File: src/design/irt_pkg.sv
`default_nettype none
package irt_pkg;

  localparam int NUM_INDEX_REGS = 16;
  localparam int REG_IDX_W      = $clog2(NUM_INDEX_REGS);
  localparam int ADDR_W         = 15;
  localparam int REGV_W         = ADDR_W + 1;
  localparam int HALF_W         = 24;
  localparam int BOUND_W        = 16;

  localparam logic [REGV_W-1:0] REG_UNK  = 16'h8000;
  localparam logic [REGV_W-1:0] REG_ZERO = 16'h0000;

  localparam logic [1:0] CFG_REGION_START = 2'd0;
  localparam logic [1:0] CFG_REGION_END   = 2'd1;
  localparam logic [1:0] CFG_BASE_REG     = 2'd2;
  localparam logic [1:0] CFG_BASE_ADDR    = 2'd3;

  typedef enum logic [1:0] {
    K_START   = 2'd0,
    K_ANALYZE = 2'd1,
    K_LOAD    = 2'd2
  } kind_t;

  typedef enum logic [3:0] {
    C_ILL    = 4'd0,
    C_SHORT  = 4'd1,
    C_LSTORE = 4'd2,
    C_IMM    = 4'd3,
    C_REGS   = 4'd4,
    C_STOP   = 4'd5,
    C_JUMP   = 4'd6,
    C_BRANCH = 4'd7,
    C_CALL   = 4'd8,
    C_SHIFT  = 4'd9,
    C_IRET   = 4'd10,
    C_AMOD   = 4'd11,
    C_REGL   = 4'd12,
    C_XIMM   = 4'd13,
    C_XADDR  = 4'd14
  } cls_t;

  localparam cls_t SHORT_CLS [64] = '{
    C_SHORT, C_SHORT, C_IMM,   C_SHORT, C_SHORT, C_SHORT, C_SHORT, C_SHORT,
    C_SHORT, C_SHORT, C_SHORT, C_SHORT, C_SHORT, C_SHORT, C_SHORT, C_SHORT,
    C_SHORT, C_SHORT, C_SHORT, C_SHORT, C_SHORT, C_SHORT, C_SHORT, C_SHORT,
    C_IMM,   C_SHIFT, C_ILL,   C_IMM,   C_SHIFT, C_SHIFT, C_SHIFT, C_IMM,
    C_REGS,  C_REGS,  C_REGS,  C_REGS,  C_REGS,  C_REGS,  C_ILL,   C_ILL,
    C_XIMM,  C_XIMM,  C_XIMM,  C_XIMM,  C_XIMM,  C_XIMM,  C_XIMM,  C_XIMM,
    C_XADDR, C_XADDR, C_XIMM,  C_XIMM,  C_XADDR, C_XIMM,  C_XIMM,  C_XADDR,
    C_XADDR, C_XADDR, C_XADDR, C_XADDR, C_XIMM,  C_XADDR, C_XIMM,  C_XIMM
  };

  localparam cls_t LONG_CLS [16] = '{
    C_ILL,    C_ILL,    C_AMOD,   C_AMOD,   C_REGL,   C_REGL,   C_BRANCH, C_BRANCH,
    C_JUMP,   C_CALL,   C_IRET,   C_STOP,   C_BRANCH, C_BRANCH, C_BRANCH, C_BRANCH
  };

  typedef struct packed {
    logic [1:0]        kind;
    logic [HALF_W-1:0] half_word;
    logic [ADDR_W-1:0] word_addr;
    logic              is_right;
    logic [REG_IDX_W-1:0] reg_index;
    logic [ADDR_W-1:0] reg_value;
    logic              reg_known;
  } item_t;

  typedef struct packed {
    logic [3:0]        insn_class;
    logic              falls_through;
    logic              target_valid;
    logic [ADDR_W-1:0] target_addr;
    logic              return_valid;
    logic [ADDR_W-1:0] return_addr;
    logic              data_valid;
    logic [ADDR_W-1:0] data_addr;
    logic              no_right;
  } res_t;

  typedef struct packed {
    logic [BOUND_W-1:0]   region_start;
    logic [BOUND_W-1:0]   region_end;
    logic [REG_IDX_W-1:0] base_reg;
    logic [ADDR_W-1:0]    base_addr;
  } cfg_t;

  typedef struct packed {
    logic                 clr;
    logic                 we;
    logic [REG_IDX_W-1:0] widx;
    logic [REGV_W-1:0]    wval;
    logic                 am_we;
    logic [REGV_W-1:0]    am_val;
  } upd_t;

endpackage
`default_nettype wire

File: src/design/irt_if.sv
`default_nettype none
interface irt_in_if
  import irt_pkg::*;
();
  logic                 valid;
  logic                 ready;
  logic [1:0]           kind;
  logic [HALF_W-1:0]    half_word;
  logic [ADDR_W-1:0]    word_addr;
  logic                 is_right;
  logic [REG_IDX_W-1:0] reg_index;
  logic [ADDR_W-1:0]    reg_value;
  logic                 reg_known;

  modport source (output valid, kind, half_word, word_addr, is_right, reg_index,
                  reg_value, reg_known, input ready);
  modport sink   (input valid, kind, half_word, word_addr, is_right, reg_index,
                  reg_value, reg_known, output ready);
endinterface

interface irt_out_if
  import irt_pkg::*;
();
  logic              valid;
  logic              ready;
  logic [3:0]        insn_class;
  logic              falls_through;
  logic              target_valid;
  logic [ADDR_W-1:0] target_addr;
  logic              return_valid;
  logic [ADDR_W-1:0] return_addr;
  logic              data_valid;
  logic [ADDR_W-1:0] data_addr;
  logic              no_right;

  modport source (output valid, insn_class, falls_through, target_valid, target_addr,
                  return_valid, return_addr, data_valid, data_addr, no_right,
                  input ready);
  modport sink   (input valid, insn_class, falls_through, target_valid, target_addr,
                  return_valid, return_addr, data_valid, data_addr, no_right,
                  output ready);
endinterface
`default_nettype wire

File: src/design/irt_regfile.sv
`default_nettype none
module irt_regfile
  import irt_pkg::*;
(
  input  wire logic                 clk,
  input  wire logic                 rst_n,
  input  wire logic                 en,
  input  wire upd_t                 upd,
  input  wire logic [REG_IDX_W-1:0] rd0_addr,
  input  wire logic [REG_IDX_W-1:0] rd1_addr,
  output logic      [REGV_W-1:0]    rd0_data,
  output logic      [REGV_W-1:0]    rd1_data,
  output logic      [REGV_W-1:0]    am
);

  logic [REGV_W-1:0] regs_r   [NUM_INDEX_REGS];
  logic [REGV_W-1:0] regs_nxt [NUM_INDEX_REGS];
  logic [REGV_W-1:0] am_r;
  logic [REGV_W-1:0] am_nxt;

  always_comb begin
    for (int i = 0; i < NUM_INDEX_REGS; i++) begin
      regs_nxt[i] = regs_r[i];
      if (en && upd.clr) begin
        regs_nxt[i] = (i == 0) ? REG_ZERO : REG_UNK;
      end
      if (en && upd.we && (i != 0) && (upd.widx == REG_IDX_W'(i))) begin
        regs_nxt[i] = upd.wval;
      end
    end
    am_nxt = (en && upd.am_we) ? upd.am_val : am_r;
  end

  always_ff @(posedge clk) begin
    if (!rst_n) begin
      for (int i = 0; i < NUM_INDEX_REGS; i++) begin
        regs_r[i] <= (i == 0) ? REG_ZERO : REG_UNK;
      end
      am_r <= REG_ZERO;
    end else begin
      for (int i = 0; i < NUM_INDEX_REGS; i++) begin
        regs_r[i] <= regs_nxt[i];
      end
      am_r <= am_nxt;
    end
  end

  assign rd0_data = regs_r[rd0_addr];
  assign rd1_data = regs_r[rd1_addr];
  assign am       = am_r;

endmodule
`default_nettype wire

File: src/design/irt_analyze.sv
`default_nettype none
module irt_analyze
  import irt_pkg::*;
(
  input  wire item_t                 item,
  input  wire cfg_t                  cfg,
  input  wire logic [REGV_W-1:0]     rval,
  input  wire logic [REGV_W-1:0]     rdat_a,
  input  wire logic [REGV_W-1:0]     am,
  output logic      [REG_IDX_W-1:0]  rd_reg,
  output logic      [REG_IDX_W-1:0]  rd_a,
  output res_t                       res,
  output upd_t                       upd
);

  localparam logic [5:0] SUB_AMOD_SET = 6'h12;
  localparam logic [5:0] SUB_REG_LOAD = 6'h14;
  localparam logic [5:0] SUB_BR_ABS   = 6'h1c;
  localparam logic [5:0] SUB_REG_KILL0 = 6'h20;
  localparam logic [5:0] SUB_REG_KILL1 = 6'h21;
  localparam logic [5:0] SUB_REG_COPY = 6'h24;
  localparam logic [5:0] SUB_REG_ADD  = 6'h25;
  localparam logic [ADDR_W-1:0] EXT_HI = 15'o70000;

  function automatic logic in_region(input logic [ADDR_W-1:0] a, input cfg_t c);
    logic [BOUND_W-1:0] w;
    w = {1'b0, a};
    return (w >= c.region_start) && (w < c.region_end);
  endfunction

  logic [HALF_W-1:0] op;
  logic              is_long;
  logic [5:0]        sub;
  cls_t              cls;
  logic              am_unk;
  logic              rv_unk;
  logic [ADDR_W-1:0] arg1;
  logic [ADDR_W-1:0] arg2;
  logic [ADDR_W-1:0] sum2;
  logic [ADDR_W-1:0] sum1;
  logic [ADDR_W-1:0] sum_a;
  logic [4:0]        kill5;
  logic [4:0]        a5;
  logic [ADDR_W-1:0] ret;

  always_comb begin
    op      = item.half_word;
    is_long = op[19];
    sub     = is_long ? {1'b0, op[19:15]} : op[17:12];
    cls     = is_long ? LONG_CLS[op[18:15]] : SHORT_CLS[op[17:12]];
    am_unk  = am[ADDR_W];
    rv_unk  = rval[ADDR_W];
    arg1    = ADDR_W'({3'b000, op[11:0]}) + (op[18] ? EXT_HI : '0) + am[ADDR_W-1:0];
    arg2    = op[ADDR_W-1:0] + am[ADDR_W-1:0];
    sum2    = arg2 + rval[ADDR_W-1:0];
    sum1    = arg1 + rval[ADDR_W-1:0];
    sum_a   = rdat_a[ADDR_W-1:0] + rval[ADDR_W-1:0];
    kill5   = arg1[4:0] + rval[4:0];
    a5      = arg1[4:0];
    ret     = item.word_addr + ADDR_W'(1);
    rd_reg  = op[23:20];
    rd_a    = a5[REG_IDX_W-1:0];

    res = '0;
    upd = '0;

    unique case (item.kind)
      K_START: begin
        upd.clr    = 1'b1;
        upd.am_we  = 1'b1;
        upd.am_val = REG_ZERO;
        if (cfg.base_reg != '0) begin
          upd.we   = 1'b1;
          upd.widx = cfg.base_reg;
          upd.wval = {1'b0, cfg.base_addr};
        end
      end
      K_LOAD: begin
        if (item.reg_index != '0) begin
          upd.we   = 1'b1;
          upd.widx = item.reg_index;
          upd.wval = item.reg_known ? {1'b0, item.reg_value} : REG_UNK;
        end
      end
      K_ANALYZE: begin
        res.insn_class = cls;
        upd.am_we      = 1'b1;
        upd.am_val     = REG_ZERO;
        unique case (cls)
          C_CALL: begin
            res.no_right = !item.is_right;
            if (!am_unk && in_region(arg2, cfg)) begin
              res.target_valid = 1'b1;
              res.target_addr  = arg2;
            end
            res.return_valid = 1'b1;
            res.return_addr  = ret;
            if (rd_reg != '0) begin
              upd.we   = 1'b1;
              upd.widx = rd_reg;
              upd.wval = {1'b0, ret};
            end
          end
          C_JUMP: begin
            res.no_right = !item.is_right;
            if (!am_unk && !rv_unk && in_region(sum2, cfg)) begin
              res.target_valid = 1'b1;
              res.target_addr  = sum2;
            end
          end
          C_BRANCH: begin
            res.falls_through = 1'b1;
            if (!am_unk) begin
              if (sub >= SUB_BR_ABS) begin
                if (in_region(arg2, cfg)) begin
                  res.target_valid = 1'b1;
                  res.target_addr  = arg2;
                end
              end else if (!rv_unk && in_region(sum2, cfg)) begin
                res.target_valid = 1'b1;
                res.target_addr  = sum2;
              end
            end
          end
          C_ILL, C_IRET: begin
          end
          C_REGS: begin
            res.falls_through = 1'b1;
            if (!am_unk) begin
              if (sub == SUB_REG_KILL0 || sub == SUB_REG_KILL1) begin
                if (!rv_unk && kill5 != '0 && !kill5[4]) begin
                  upd.we   = 1'b1;
                  upd.widx = kill5[REG_IDX_W-1:0];
                  upd.wval = REG_UNK;
                end
              end else if (sub == SUB_REG_COPY) begin
                if (a5 != '0 && !a5[4]) begin
                  upd.we   = 1'b1;
                  upd.widx = a5[REG_IDX_W-1:0];
                  upd.wval = rval;
                end
              end else if (sub == SUB_REG_ADD) begin
                if (a5 != '0 && !a5[4] && !rdat_a[ADDR_W]) begin
                  upd.we   = 1'b1;
                  upd.widx = a5[REG_IDX_W-1:0];
                  upd.wval = rv_unk ? REG_UNK : {1'b0, sum_a};
                end
              end
            end
          end
          C_REGL: begin
            res.falls_through = 1'b1;
            if (rd_reg != '0) begin
              if (sub == SUB_REG_LOAD) begin
                upd.we   = 1'b1;
                upd.widx = rd_reg;
                upd.wval = am_unk ? REG_UNK : {1'b0, arg2};
              end else if (!rv_unk) begin
                upd.we   = 1'b1;
                upd.widx = rd_reg;
                upd.wval = am_unk ? REG_UNK : {1'b0, sum2};
              end
            end
          end
          C_AMOD: begin
            res.falls_through = 1'b1;
            upd.am_val        = REG_UNK;
            if (sub == SUB_AMOD_SET) begin
              if (!rv_unk && !am_unk) begin
                upd.am_val = {1'b0, sum2};
              end
            end else if (!rv_unk && !am_unk) begin
              res.data_valid = 1'b1;
              res.data_addr  = sum2;
            end
          end
          C_SHORT: begin
            res.falls_through = 1'b1;
            if (!rv_unk && !am_unk) begin
              res.data_valid = 1'b1;
              res.data_addr  = sum1;
            end
          end
          C_XIMM, C_XADDR: begin
            if (cls == C_XADDR && !rv_unk && !am_unk) begin
              res.data_valid = 1'b1;
              res.data_addr  = sum1;
            end
            upd.we            = 1'b1;
            upd.widx          = REG_IDX_W'(14);
            upd.wval          = REG_UNK;
            res.no_right      = !item.is_right;
            res.falls_through = 1'b1;
          end
          default: begin
            res.falls_through = 1'b1;
          end
        endcase
      end
      default: begin
      end
    endcase
  end

endmodule
`default_nettype wire

File: src/design/index_register_tracking_step_unit.sv
// Index register tracking for 24-bit instruction halves. One beat enters per clock while the
// result side does not stall: an input register takes the beat, decode, operand address adds
// and register file update follow, and the result lands in an output register, so a result
// reaches the output through the input register and then the output register. The rate of
// one beat per cycle is set by the read-modify-write of the 16-entry index register file and
// the address modifier, which each beat may change for the next. The input register doubles
// as a skid stage, so a new beat is taken while a finished result waits. Start beats clear the
// tracking and apply the configured base register; load beats restore one register. Write
// configuration only while no beat is in flight.
`default_nettype none
module index_register_tracking_step_unit
  import irt_pkg::*;
(
  input  wire logic               clk,
  input  wire logic               rst_n,
  irt_in_if.sink                  in_ch,
  irt_out_if.source               out_ch,
  input  wire logic               cfg_we,
  input  wire logic [1:0]         cfg_index,
  input  wire logic [BOUND_W-1:0] cfg_wdata
);

  item_t                item_r;
  logic                 in_v_r;
  logic                 in_v_nxt;
  res_t                 res_r;
  logic                 out_v_r;
  logic                 out_v_nxt;
  cfg_t                 cfg_r;
  cfg_t                 cfg_nxt;
  logic                 advance;
  logic                 in_take;
  res_t                 res;
  upd_t                 upd;
  logic [REG_IDX_W-1:0] rd_reg;
  logic [REG_IDX_W-1:0] rd_a;
  logic [REGV_W-1:0]    rval;
  logic [REGV_W-1:0]    rdat_a;
  logic [REGV_W-1:0]    am;

  assign advance      = in_v_r && (!out_v_r || out_ch.ready);
  assign in_ch.ready  = !in_v_r || advance;
  assign in_take      = in_ch.valid && in_ch.ready;

  always_comb begin
    in_v_nxt  = in_take ? 1'b1 : (advance ? 1'b0 : in_v_r);
    out_v_nxt = advance ? 1'b1 : ((out_v_r && out_ch.ready) ? 1'b0 : out_v_r);
    cfg_nxt   = cfg_r;
    if (cfg_we) begin
      unique case (cfg_index)
        CFG_REGION_START: cfg_nxt.region_start = cfg_wdata;
        CFG_REGION_END:   cfg_nxt.region_end   = cfg_wdata;
        CFG_BASE_REG:     cfg_nxt.base_reg     = cfg_wdata[REG_IDX_W-1:0];
        CFG_BASE_ADDR:    cfg_nxt.base_addr    = cfg_wdata[ADDR_W-1:0];
        default: begin
        end
      endcase
    end
  end

  always_ff @(posedge clk) begin
    if (!rst_n) begin
      in_v_r             <= 1'b0;
      out_v_r            <= 1'b0;
      cfg_r.region_start <= '0;
      cfg_r.region_end   <= BOUND_W'(32768);
      cfg_r.base_reg     <= '0;
      cfg_r.base_addr    <= '0;
    end else begin
      in_v_r  <= in_v_nxt;
      out_v_r <= out_v_nxt;
      cfg_r   <= cfg_nxt;
    end
  end

  always_ff @(posedge clk) begin
    if (in_take) begin
      item_r.kind      <= in_ch.kind;
      item_r.half_word <= in_ch.half_word;
      item_r.word_addr <= in_ch.word_addr;
      item_r.is_right  <= in_ch.is_right;
      item_r.reg_index <= in_ch.reg_index;
      item_r.reg_value <= in_ch.reg_value;
      item_r.reg_known <= in_ch.reg_known;
    end
    if (advance) begin
      res_r <= res;
    end
  end

  irt_analyze u_analyze (
    .item   (item_r),
    .cfg    (cfg_r),
    .rval   (rval),
    .rdat_a (rdat_a),
    .am     (am),
    .rd_reg (rd_reg),
    .rd_a   (rd_a),
    .res    (res),
    .upd    (upd)
  );

  irt_regfile u_regfile (
    .clk      (clk),
    .rst_n    (rst_n),
    .en       (advance),
    .upd      (upd),
    .rd0_addr (rd_reg),
    .rd1_addr (rd_a),
    .rd0_data (rval),
    .rd1_data (rdat_a),
    .am       (am)
  );

  assign out_ch.valid         = out_v_r;
  assign out_ch.insn_class    = res_r.insn_class;
  assign out_ch.falls_through = res_r.falls_through;
  assign out_ch.target_valid  = res_r.target_valid;
  assign out_ch.target_addr   = res_r.target_addr;
  assign out_ch.return_valid  = res_r.return_valid;
  assign out_ch.return_addr   = res_r.return_addr;
  assign out_ch.data_valid    = res_r.data_valid;
  assign out_ch.data_addr     = res_r.data_addr;
  assign out_ch.no_right      = res_r.no_right;

endmodule
`default_nettype wire

File: src/flat_wrapper.sv
// flat-port wrapper written by rule: the top's interface ports become plain ports
module index_register_tracking_step_unit_flat import irt_pkg::*;
  (clk, rst_n, cfg_we, cfg_index, cfg_wdata, in_ch_valid, in_ch_kind, in_ch_half_word, in_ch_word_addr, in_ch_is_right, in_ch_reg_index, in_ch_reg_value, in_ch_reg_known, in_ch_ready, out_ch_valid, out_ch_insn_class, out_ch_falls_through, out_ch_target_valid, out_ch_target_addr, out_ch_return_valid, out_ch_return_addr, out_ch_data_valid, out_ch_data_addr, out_ch_no_right, out_ch_ready);
  irt_in_if in_ch_i ();
  irt_out_if out_ch_i ();
  input  wire logic clk;
  input  wire logic rst_n;
  input  wire logic cfg_we;
  input  wire logic [1:0] cfg_index;
  input  wire logic [BOUND_W-1:0] cfg_wdata;
  input wire logic [$bits(in_ch_i.valid)-1:0] in_ch_valid;
  input wire logic [$bits(in_ch_i.kind)-1:0] in_ch_kind;
  input wire logic [$bits(in_ch_i.half_word)-1:0] in_ch_half_word;
  input wire logic [$bits(in_ch_i.word_addr)-1:0] in_ch_word_addr;
  input wire logic [$bits(in_ch_i.is_right)-1:0] in_ch_is_right;
  input wire logic [$bits(in_ch_i.reg_index)-1:0] in_ch_reg_index;
  input wire logic [$bits(in_ch_i.reg_value)-1:0] in_ch_reg_value;
  input wire logic [$bits(in_ch_i.reg_known)-1:0] in_ch_reg_known;
  output wire logic [$bits(in_ch_i.ready)-1:0] in_ch_ready;
  output wire logic [$bits(out_ch_i.valid)-1:0] out_ch_valid;
  output wire logic [$bits(out_ch_i.insn_class)-1:0] out_ch_insn_class;
  output wire logic [$bits(out_ch_i.falls_through)-1:0] out_ch_falls_through;
  output wire logic [$bits(out_ch_i.target_valid)-1:0] out_ch_target_valid;
  output wire logic [$bits(out_ch_i.target_addr)-1:0] out_ch_target_addr;
  output wire logic [$bits(out_ch_i.return_valid)-1:0] out_ch_return_valid;
  output wire logic [$bits(out_ch_i.return_addr)-1:0] out_ch_return_addr;
  output wire logic [$bits(out_ch_i.data_valid)-1:0] out_ch_data_valid;
  output wire logic [$bits(out_ch_i.data_addr)-1:0] out_ch_data_addr;
  output wire logic [$bits(out_ch_i.no_right)-1:0] out_ch_no_right;
  input wire logic [$bits(out_ch_i.ready)-1:0] out_ch_ready;
  assign in_ch_i.valid = in_ch_valid;
  assign in_ch_i.kind = in_ch_kind;
  assign in_ch_i.half_word = in_ch_half_word;
  assign in_ch_i.word_addr = in_ch_word_addr;
  assign in_ch_i.is_right = in_ch_is_right;
  assign in_ch_i.reg_index = in_ch_reg_index;
  assign in_ch_i.reg_value = in_ch_reg_value;
  assign in_ch_i.reg_known = in_ch_reg_known;
  assign in_ch_ready = in_ch_i.ready;
  assign out_ch_valid = out_ch_i.valid;
  assign out_ch_insn_class = out_ch_i.insn_class;
  assign out_ch_falls_through = out_ch_i.falls_through;
  assign out_ch_target_valid = out_ch_i.target_valid;
  assign out_ch_target_addr = out_ch_i.target_addr;
  assign out_ch_return_valid = out_ch_i.return_valid;
  assign out_ch_return_addr = out_ch_i.return_addr;
  assign out_ch_data_valid = out_ch_i.data_valid;
  assign out_ch_data_addr = out_ch_i.data_addr;
  assign out_ch_no_right = out_ch_i.no_right;
  assign out_ch_i.ready = out_ch_ready;
  index_register_tracking_step_unit u_core (.clk(clk), .rst_n(rst_n), .in_ch(in_ch_i), .out_ch(out_ch_i), .cfg_we(cfg_we), .cfg_index(cfg_index), .cfg_wdata(cfg_wdata));
endmodule
File: config.mk
export PLATFORM = sky130hd
export DESIGN_NAME = index_register_tracking_step_unit_flat
export DESIGN_NICKNAME = d
export VERILOG_FILES = /design/src/design/irt_pkg.sv /design/src/design/irt_if.sv /design/src/design/irt_regfile.sv /design/src/design/irt_analyze.sv /design/src/design/index_register_tracking_step_unit.sv /design/src/flat_wrapper.sv
export SDC_FILE = /design/constraint.sdc
export NUM_CORES = 1
export LEC_CHECK = 0
export BUFFER_PORTS_ARGS = -buffer_cell sky130_fd_sc_hd__buf_2
export CORE_ASPECT_RATIO = 2
export CORE_MARGIN = 8
export CORE_UTILIZATION = 24
export CTS_BUF_LIST = sky130_fd_sc_hd__clkbuf_16
export CTS_CLUSTER_DIAMETER = 30
export DETAILED_ROUTE_END_ITERATION = 8
export GPL_TIMING_DRIVEN = 0
export PLACE_DENSITY_LB_ADDON = 0.15
export REMOVE_ABC_BUFFERS = 1
export SKIP_LAST_GASP = 1
export SLEW_MARGIN = 20
export SYNTH_ARGS = -nofsm -noshare
export SYNTH_HDL_FRONTEND = slang
export SYNTH_SLANG_ARGS = --single-unit
File: constraint.sdc
create_clock -name clk -period 7.2 [get_ports clk]
set_input_delay 1.44 -clock clk [delete_from_list [all_inputs] [get_ports clk]]
set_output_delay 1.44 -clock clk [all_outputs]
set_load 0.02 [all_outputs]
==> metrics.yaml, run 1 <==
timing:
  fin_crit_ns: 7.038
  fmax_mhz: 142.1
  hold_viol_final: 0
  slew_headroom_pct: 20.83
  slew_viol_final: 0
  finalClockSkew_ns: 0.01605
  setup_viol: 0
  fin_crit_sh_pct: 97.75
  max_slew.worst_pin.slew_ns: 1.175
  rsz0062_at_grt: "false"
floorplanning:
  start_util_pct: 24.11
  die_y_um: 468.6
  rows: 166
  die_x_um: 242.3
  die_area_sq_um: 113600
  core_area_sq_um: 102000
  io_pins: 141
synth:
  synth-edff-count: 356
  synthArstFlopShare_pct: 0
  yosysMostFrequentCell: "edfxtp_1"
  synth_largest_area_cell: "edfxtp_1"
  avgSynthCellArea_sq_um: 11.41
  synth_area_leaders: "edfxtp_1, mux4_2, dfxtp_1, ha_1, nor2_1"
  yosysUniqueCellTypes: 90
  syn_inst: 2155
  synth_top_flop_cell: "edfxtp_1"
  synth_warnings: 0
  synth_top_area_share_pct: 43.48
  ys_seq_elements: 429
  synth_common_cells: "edfxtp_1, nor2_1, nand2_1"
  synth_seq_area_share_pct: 49.43
  synth_area_sq_um: 24580
clock_tree:
  cts_sinks: 429
  cts_tree: "yes"
  clock_latency_ns: 0.65
  cts-root-buf: "clkbuf_16"
  path_clk_slew_ns: 0.06
  cts_buffers: 84
  h-tree-depth: 3
  ctsHoldBuffers: 0
  cts_max_path_buffers: 3
global_routing:
  grt_pass1_wl_um: 149100
  antenna_found_initial: 3
  grt_overflow_total: 0
  grt_usage_pct: 18.27
  grt_pass1_vias: 20480
  grt_max_degree: 51
status:
  status: "finished clean"
worst_setup_path:
  cp.required_ns: 7.71
  rr_worst_depth: 24
  cp.arrival_ns: 7.55
  critPathLaunchType: "flop"
  r2r_slack_ns: 0.16
  r2r_end: "u_core.out_ch.target_addr[14]$_SDFFCE_PN0P_"
  crit_fanout: 37
  crit_path_end_kind: "flop"
  r2r_start: "u_core.item_r[36]$_DFFE_PP_"
  critPathKind: "reg -> reg"
min_path:
  hold_depth: 2
  hp-class: "reg -> reg"
  holdPathEnd: "u_core.cfg_r[43]$_SDFFE_PN0P_"
  hold_start: "u_core.cfg_r[43]$_SDFFE_PN0P_"
final_layout:
  drive_above_1_share_pct: 25.44
  nets: 2530
  postLayoutCoreUtil_pct: 30.57
  area_delta_synth_final_pct: 26.81
  fill_cells: 10270
placement:
  dp_hpwl_um: 80250
  gp_routability_congestion: 0.9288
  portBuffers: 140
power_and_ir_drop:
  vdd_drop_max_v: 0.0001619
  internal-power_w: 0.006101
  p_clk_share_pct: 48.0
  seq_power_share_pct: 33.5
  p_per_area_nw_per_um2: 275.7
  power_w: 0.008596
  power.leakage_nw: 11.10
  combPwrFrac_pct: 18.5
  p_switching_w: 0.002495
  switching_share_pct: 29.03
routing:
  vias: 19350
  post_drt_wl_per_cell_um: 28.33
  drt-initial-drc-count: 1303
  dr.pass1.iters: 5
  ant_nets: 0
  vias_per_cell: 5.167
  drt_wl_total_um: 106100
  drc: 0
run:
  drv_cap: 0
-- worst max-delay path by stage --
stage                                 from                                          end  slack [ns]  depth (start not counted)
2_1_floorplan                         flop  u_core.out_ch.target_addr[14]$_SDFFCE_PN0P_       -1.08                         20
3_3_place_gp                          flop  u_core.out_ch.target_addr[14]$_SDFFCE_PN0P_       -6.77                         20
3_5_place_dp   u_core.item_r[38]$_DFFE_PP_  u_core.out_ch.target_addr[14]$_SDFFCE_PN0P_       -2.39                         21
4_1_cts                               flop  u_core.out_ch.target_addr[14]$_SDFFCE_PN0P_        0.12                         22
5_1_grt        u_core.item_r[38]$_DFFE_PP_  u_core.out_ch.target_addr[14]$_SDFFCE_PN0P_       0.009                         25
6_report       u_core.item_r[36]$_DFFE_PP_  u_core.out_ch.target_addr[14]$_SDFFCE_PN0P_        0.16                         24
-- per-stage QoR --
step | instance area [sq um] | instances | hold WS, ns | setup WS, ns | setup TNS, ns
final | 31170 | 3745 | 0.4522 | 0.1617 | 0
after global routing | 31170 | 3743 | 0.4710 | 0.009442 | 0
after CTS | 31060 | 3734 | 0.4544 | 0.1213 | 0
after detailed placement | 27850 | 3571 | 0.4474 | -2.387 | -38.13
after global placement | 26440 | 3509 | 0.4428 | -6.771 | -2458.34
after floorplan | 24060 | 2025 | 0.4360 | -1.082 | -117.14
-- cells in the final DEF, fill, tap and decap left out, drive strengths merged, types with 82 or more instances in the layout --
master,Yosys,routed
inv,95,113
ha,111,111
edfxtp,356,356
nor2,338,338
o21ai,82,82
nand2,166,166
clkbuf,97,88
a21oi,100,100
mux4,124,124
buf,33,220
-- sequential cells by signal, summed over array words and instances, names as in the netlist, 4 cells and up, named ones only --
name / flops
u_core.u_regfile.regs_r: 240
u_core.item_r: 62
u_core.cfg_r: 51
u_core.u_regfile.am: 16
u_core.out_ch.data_addr: 15
u_core.out_ch.return_addr: 15
u_core.out_ch.target_addr: 15
u_core.out_ch.insn_class: 4
-- critical path, cell delays in order (launching register included) --
cell       delay, ns
edfxtp_1        0.43
ha_4            0.16
inv_1           0.06
fa_4            1.10
buf_16          0.32
inv_1           0.21
fa_1            0.44
a21oi_1         0.26
o22ai_1         0.21
a2111oi_4       0.36
buf_4           0.21
o211a_1         0.19
nor4b_2         0.05
buf_4           0.16
xnor2_4         0.34
ha_1            0.33
a21oi_1         0.14
o221ai_1        0.16
o21bai_2        0.33
a2111o_1        0.55
a21oi_4         0.21
buf_4           0.19
nand4_1         0.10
o31ai_1         0.11
o21a_1          0.18
-- timing repair --
item                       CTS  global route
resized for setup           23             6
setup buffers               10             7
pin swaps                    8             3
setup endpoints to repair  139            16
-- power by group through the flow --
stage | clock network, W | registers, W | logic, W
2_1_floorplan | 0 | 0.00293 | 0.000855
3_3_place_gp | 0 | 0.00297 | 0.00139
3_5_place_dp | 0 | 0.00293 | 0.00151
4_1_cts | 0.00420 | 0.00289 | 0.00158
5_1_grt | 0.00430 | 0.00289 | 0.00170
6_report | 0.00412 | 0.00288 | 0.00159
-- cell families after synthesis --
family                   after synthesis  share of synthesized area, %
AO/OA/AOI/OAI                        445                         12.54
XOR/XNOR                              53                         1.944
adder cells (fa/ha/maj)              114                         5.893
buffers and inverters                225                         3.603
flip-flops                           429                         49.43
multiplexers                         174                         13.52
AND/OR/NAND/NOR                      715                         13.08
-- cell type report --
class	count	area [sq um]	share of cell area, %
antenna	3	7.507	0.02408
clock buffer	88	2202	7.064
clock inverter	65	763.2	2.448
inverter	95	361.6	1.160
multi-input combinational	1501	12110	38.83
sequential	429	12160	39.02
tap	1344	1682	5.394
timing repair buffer	220	1888	6.056
-- routing by layer --
| metal | up-vias | track usage [%] | wire length [um] |
|---|---|---|---|
| met3 | 262 | 3.325 | 5172 |
| met4 | 2 | 13.22 | 8865 |
| met2 | 760 | 35.40 | 57810 |
| met5 | - | 0 | 12 |
| met1 | 9808 | 16.87 | 34230 |
| li1 | 8518 | - | - |
Power figures use the tool's default switching activity.
==> run 2, diff against run 1 <==
--- a/config.mk
+++ b/config.mk
@@ -9,7 +9,6 @@
 export CORE_ASPECT_RATIO = 2
 export CORE_MARGIN = 8
 export CORE_UTILIZATION = 24
-export CTS_BUF_LIST = sky130_fd_sc_hd__clkbuf_16
 export CTS_CLUSTER_DIAMETER = 30
 export DETAILED_ROUTE_END_ITERATION = 8
 export GPL_TIMING_DRIVEN = 0
==> metrics.yaml, run 2 (same netlist as run 1, synthesis figures left out) <==
routing:
  route.met3.wl_um: 5129  # was 5172 um
  drt-initial-drc-count: 1295  # was 1303
  dr.pass1.iters: 5  # unchanged
  drt_wl_total_um: 106000  # was 106100 um
  vias: 19380  # was 19350
  post_drt_wl_per_cell_um: 28.30  # was 28.33 um
  vias_per_cell: 5.174  # was 5.167
  wl_met1_um: 34180  # was 34230 um
  dr.max_layer_used: "met5"  # unchanged
  wl_met2_um: 57820  # was 57810 um
  ant_nets: 0  # unchanged
  drc: 0  # unchanged
power_and_ir_drop:
  power.leakage_nw: 11.11  # was 11.10 nW
  power_w: 0.008660  # was 0.008596 W
  p_per_area_nw_per_um2: 277.4  # was 275.7 nW/um^2
  vdd_drop_max_v: 0.0001620  # was 0.0001619 V
clock_tree:
  ctsHoldBuffers: 0  # unchanged
  clock_latency_ns: 0.65  # about the same
  h-tree-depth: 3  # unchanged
  cts_sinks: 429  # unchanged
  cts_tree: "yes"  # unchanged
  cts-root-buf: "clkbuf_16"  # unchanged
  cts_max_path_buffers: 3  # unchanged
  cts_buffers: 84  # unchanged
  path_clk_slew_ns: 0.06  # about the same
worst_setup_path:
  critPathKind: "reg -> reg"  # unchanged
  path_cells: "ha_4 > inv_1 > fa_4 > buf_16 > inv_1 > fa_1 > a21oi_1 > o22ai_1 > a2111oi_4 > buf_4 > o211a_1 > nor4b_2 > buf_4 > xnor2_4 > ha_1 > a21oi_1 > o221ai_1 > o21bai_2 > a2111o_1 > a21oi_4 > buf_4 > nand4_1 > o31ai_1 > o21a_1"  # unchanged
  crit_path_end_kind: "flop"  # unchanged
  cpMaxStageDelayCell: "fa_4"  # unchanged
  cp.required_ns: 7.71  # about the same
  critPathTopFamily: "compound AO/OA/AOI/OAI gates"  # unchanged
  critPathLaunchType: "flop"  # unchanged
  crit_buf_inv: 6  # unchanged
  cp.arrival_ns: 7.54  # was 7.55 ns
  critical-path-max-stage-delay_ns: 1.09  # was 1.10 ns
  critPathMostFrequentCell: "buf_4"  # unchanged
  crit_fanout: 37  # unchanged
final_layout:
  drive_above_1_share_pct: 25.65  # was 25.44%
  regMostFlops: "u_core.u_regfile.regs_r"  # unchanged
  area_delta_synth_final_pct: 27.01  # was 26.81%
  top_regs: "u_core.u_regfile.regs_r (240), u_core.item_r (62), u_core.cfg_r (51)"  # unchanged
  postLayoutCoreUtil_pct: 30.62  # was 30.57%
  fill_cells: 10270  # about the same
  mostFrequentLayoutCells: "edfxtp_1, nor2_1, nand2_1"  # unchanged
  largest_reg_flops: 240  # unchanged
  layout_commonest_cell: "edfxtp_1"  # unchanged
  nets: 2530  # unchanged
  fin_cells: 3745  # unchanged
timing:
  slew_viol_final: 0  # unchanged
  setup_viol: 0  # unchanged
  fin_crit_ns: 7.032  # was 7.038 ns
  slew_headroom_pct: 19.30  # was 20.83%
  hold_viol_final: 0  # unchanged
  finalSetupTns_ns: 0  # unchanged
  finalClockSkew_ns: 0.01463  # was 0.01605 ns
  fmax_mhz: 142.2  # was 142.1 MHz
  rsz0062_at_grt: "false"  # unchanged
  max_slew.worst_pin.slew_ns: 1.198  # was 1.175 ns
  fin_crit_sh_pct: 97.67  # was 97.75%
global_routing:
  grt_pass1_wl_um: 149100  # unchanged
  grt_pass1_vias: 20480  # about the same
  grt_usage_pct: 18.27  # unchanged
  grt_max_degree: 51  # unchanged
  antenna_found_initial: 3  # unchanged
  grt_overflow_total: 0  # unchanged
placement:
  portBuffers: 140  # unchanged
  dp_cells: 3571  # unchanged
  dp_hpwl_um: 80250  # unchanged
  gp_routability_congestion: 0.9288  # unchanged
floorplanning:
  io_pins: 141  # unchanged
  die_y_um: 468.6  # unchanged
  rows: 166  # unchanged
  core_area_sq_um: 102000  # unchanged
  start_util_pct: 24.11  # unchanged
  die_area_sq_um: 113600  # unchanged
  die_x_um: 242.3  # unchanged
status:
  status: "finished clean"  # unchanged
run:
  drv_cap: 0  # unchanged
min_path:
  hp-class: "reg -> reg"  # unchanged
-- run 2: cell type report --
| type | instances | area [sq um] | share of cell area [%] |
|---|---|---|---|
| flip-flops and latches | 429 | 12160 | 38.96 |
| multi-input cells | 1501 | 12110 | 38.77 |
| clock buffers | 98 | 2290 | 7.333 |
| repair buffers | 220 | 1888 | 6.047 |
| well taps | 1344 | 1682 | 5.385 |
| clock inverters | 55 | 725.7 | 2.324 |
| inverters | 95 | 361.6 | 1.158 |
| diodes | 3 | 7.507 | 0.02404 |
-- run 2: repair_timing --
item / 4_1_cts / 5_1_grt
endpoints found under the setup margin: 139 / 16
setup buffers: 10 / 7
pin swaps: 8 / 3
gates resized for setup: 23 / 6
-- run 2: power by group --
| group | leakage [nW] | internal [W] | total, W | switching [W] |
|---|---|---|---|---|
| clock | 1.47 | 0.00277 | 0.00419 | 0.00142 |
| combinational | 5.48 | 0.000598 | 0.00159 | 0.000994 |
| sequential | 4.16 | 0.00280 | 0.00288 | 0.0000830 |
| total | 11.1 | 0.00616 | 0.00866 | 0.00250 |
-- run 2: worst min-delay path: stages, from the launching register on --
cell,delay [ns]
dfxtp_1,0.30
nand2_1,0.05
a21oi_1,0.05
-- run 2: per-layer routing --
metal / vias to the layer above / track usage (%)
met2: 745 / 35.40
li1: 8514 / -
met5: - / 0
met3: 265 / 3.325
met1: 9851 / 16.87
met4: 2 / 13.22
-- run 2: final timing paths --
| kind | startpoint | to | slack (ns) | depth (start not counted) |
|---|---|---|---|---|
| min reg2reg | u_core.cfg_r[43]$_SDFFE_PN0P_ | u_core.cfg_r[43]$_SDFFE_PN0P_ | 0.45 | 2 |
| min | u_core.cfg_r[43]$_SDFFE_PN0P_ | u_core.cfg_r[43]$_SDFFE_PN0P_ | 0.45 | 2 |
| max reg2reg | u_core.item_r[36]$_DFFE_PP_ | u_core.out_ch.target_addr[14]$_SDFFCE_PN0P_ | 0.17 | 24 |
| max | u_core.item_r[36]$_DFFE_PP_ | u_core.out_ch.target_addr[14]$_SDFFCE_PN0P_ | 0.17 | 24 |
-- run 2: through the flow --
| step | cell area (sq um) | setup slack, ns | hold slack (ns) |
|---|---|---|---|
| 2_1_floorplan | 24060 | -1.082 | 0.4360 |
| 3_3_place_gp | 26440 | -6.771 | 0.4428 |
| 3_5_place_dp | 27850 | -2.387 | 0.4474 |
| 4_1_cts | 31110 | 0.1200 | 0.4544 |
| 5_1_grt | 31220 | 0.009442 | 0.4710 |
| 6_report | 31220 | 0.1681 | 0.4533 |
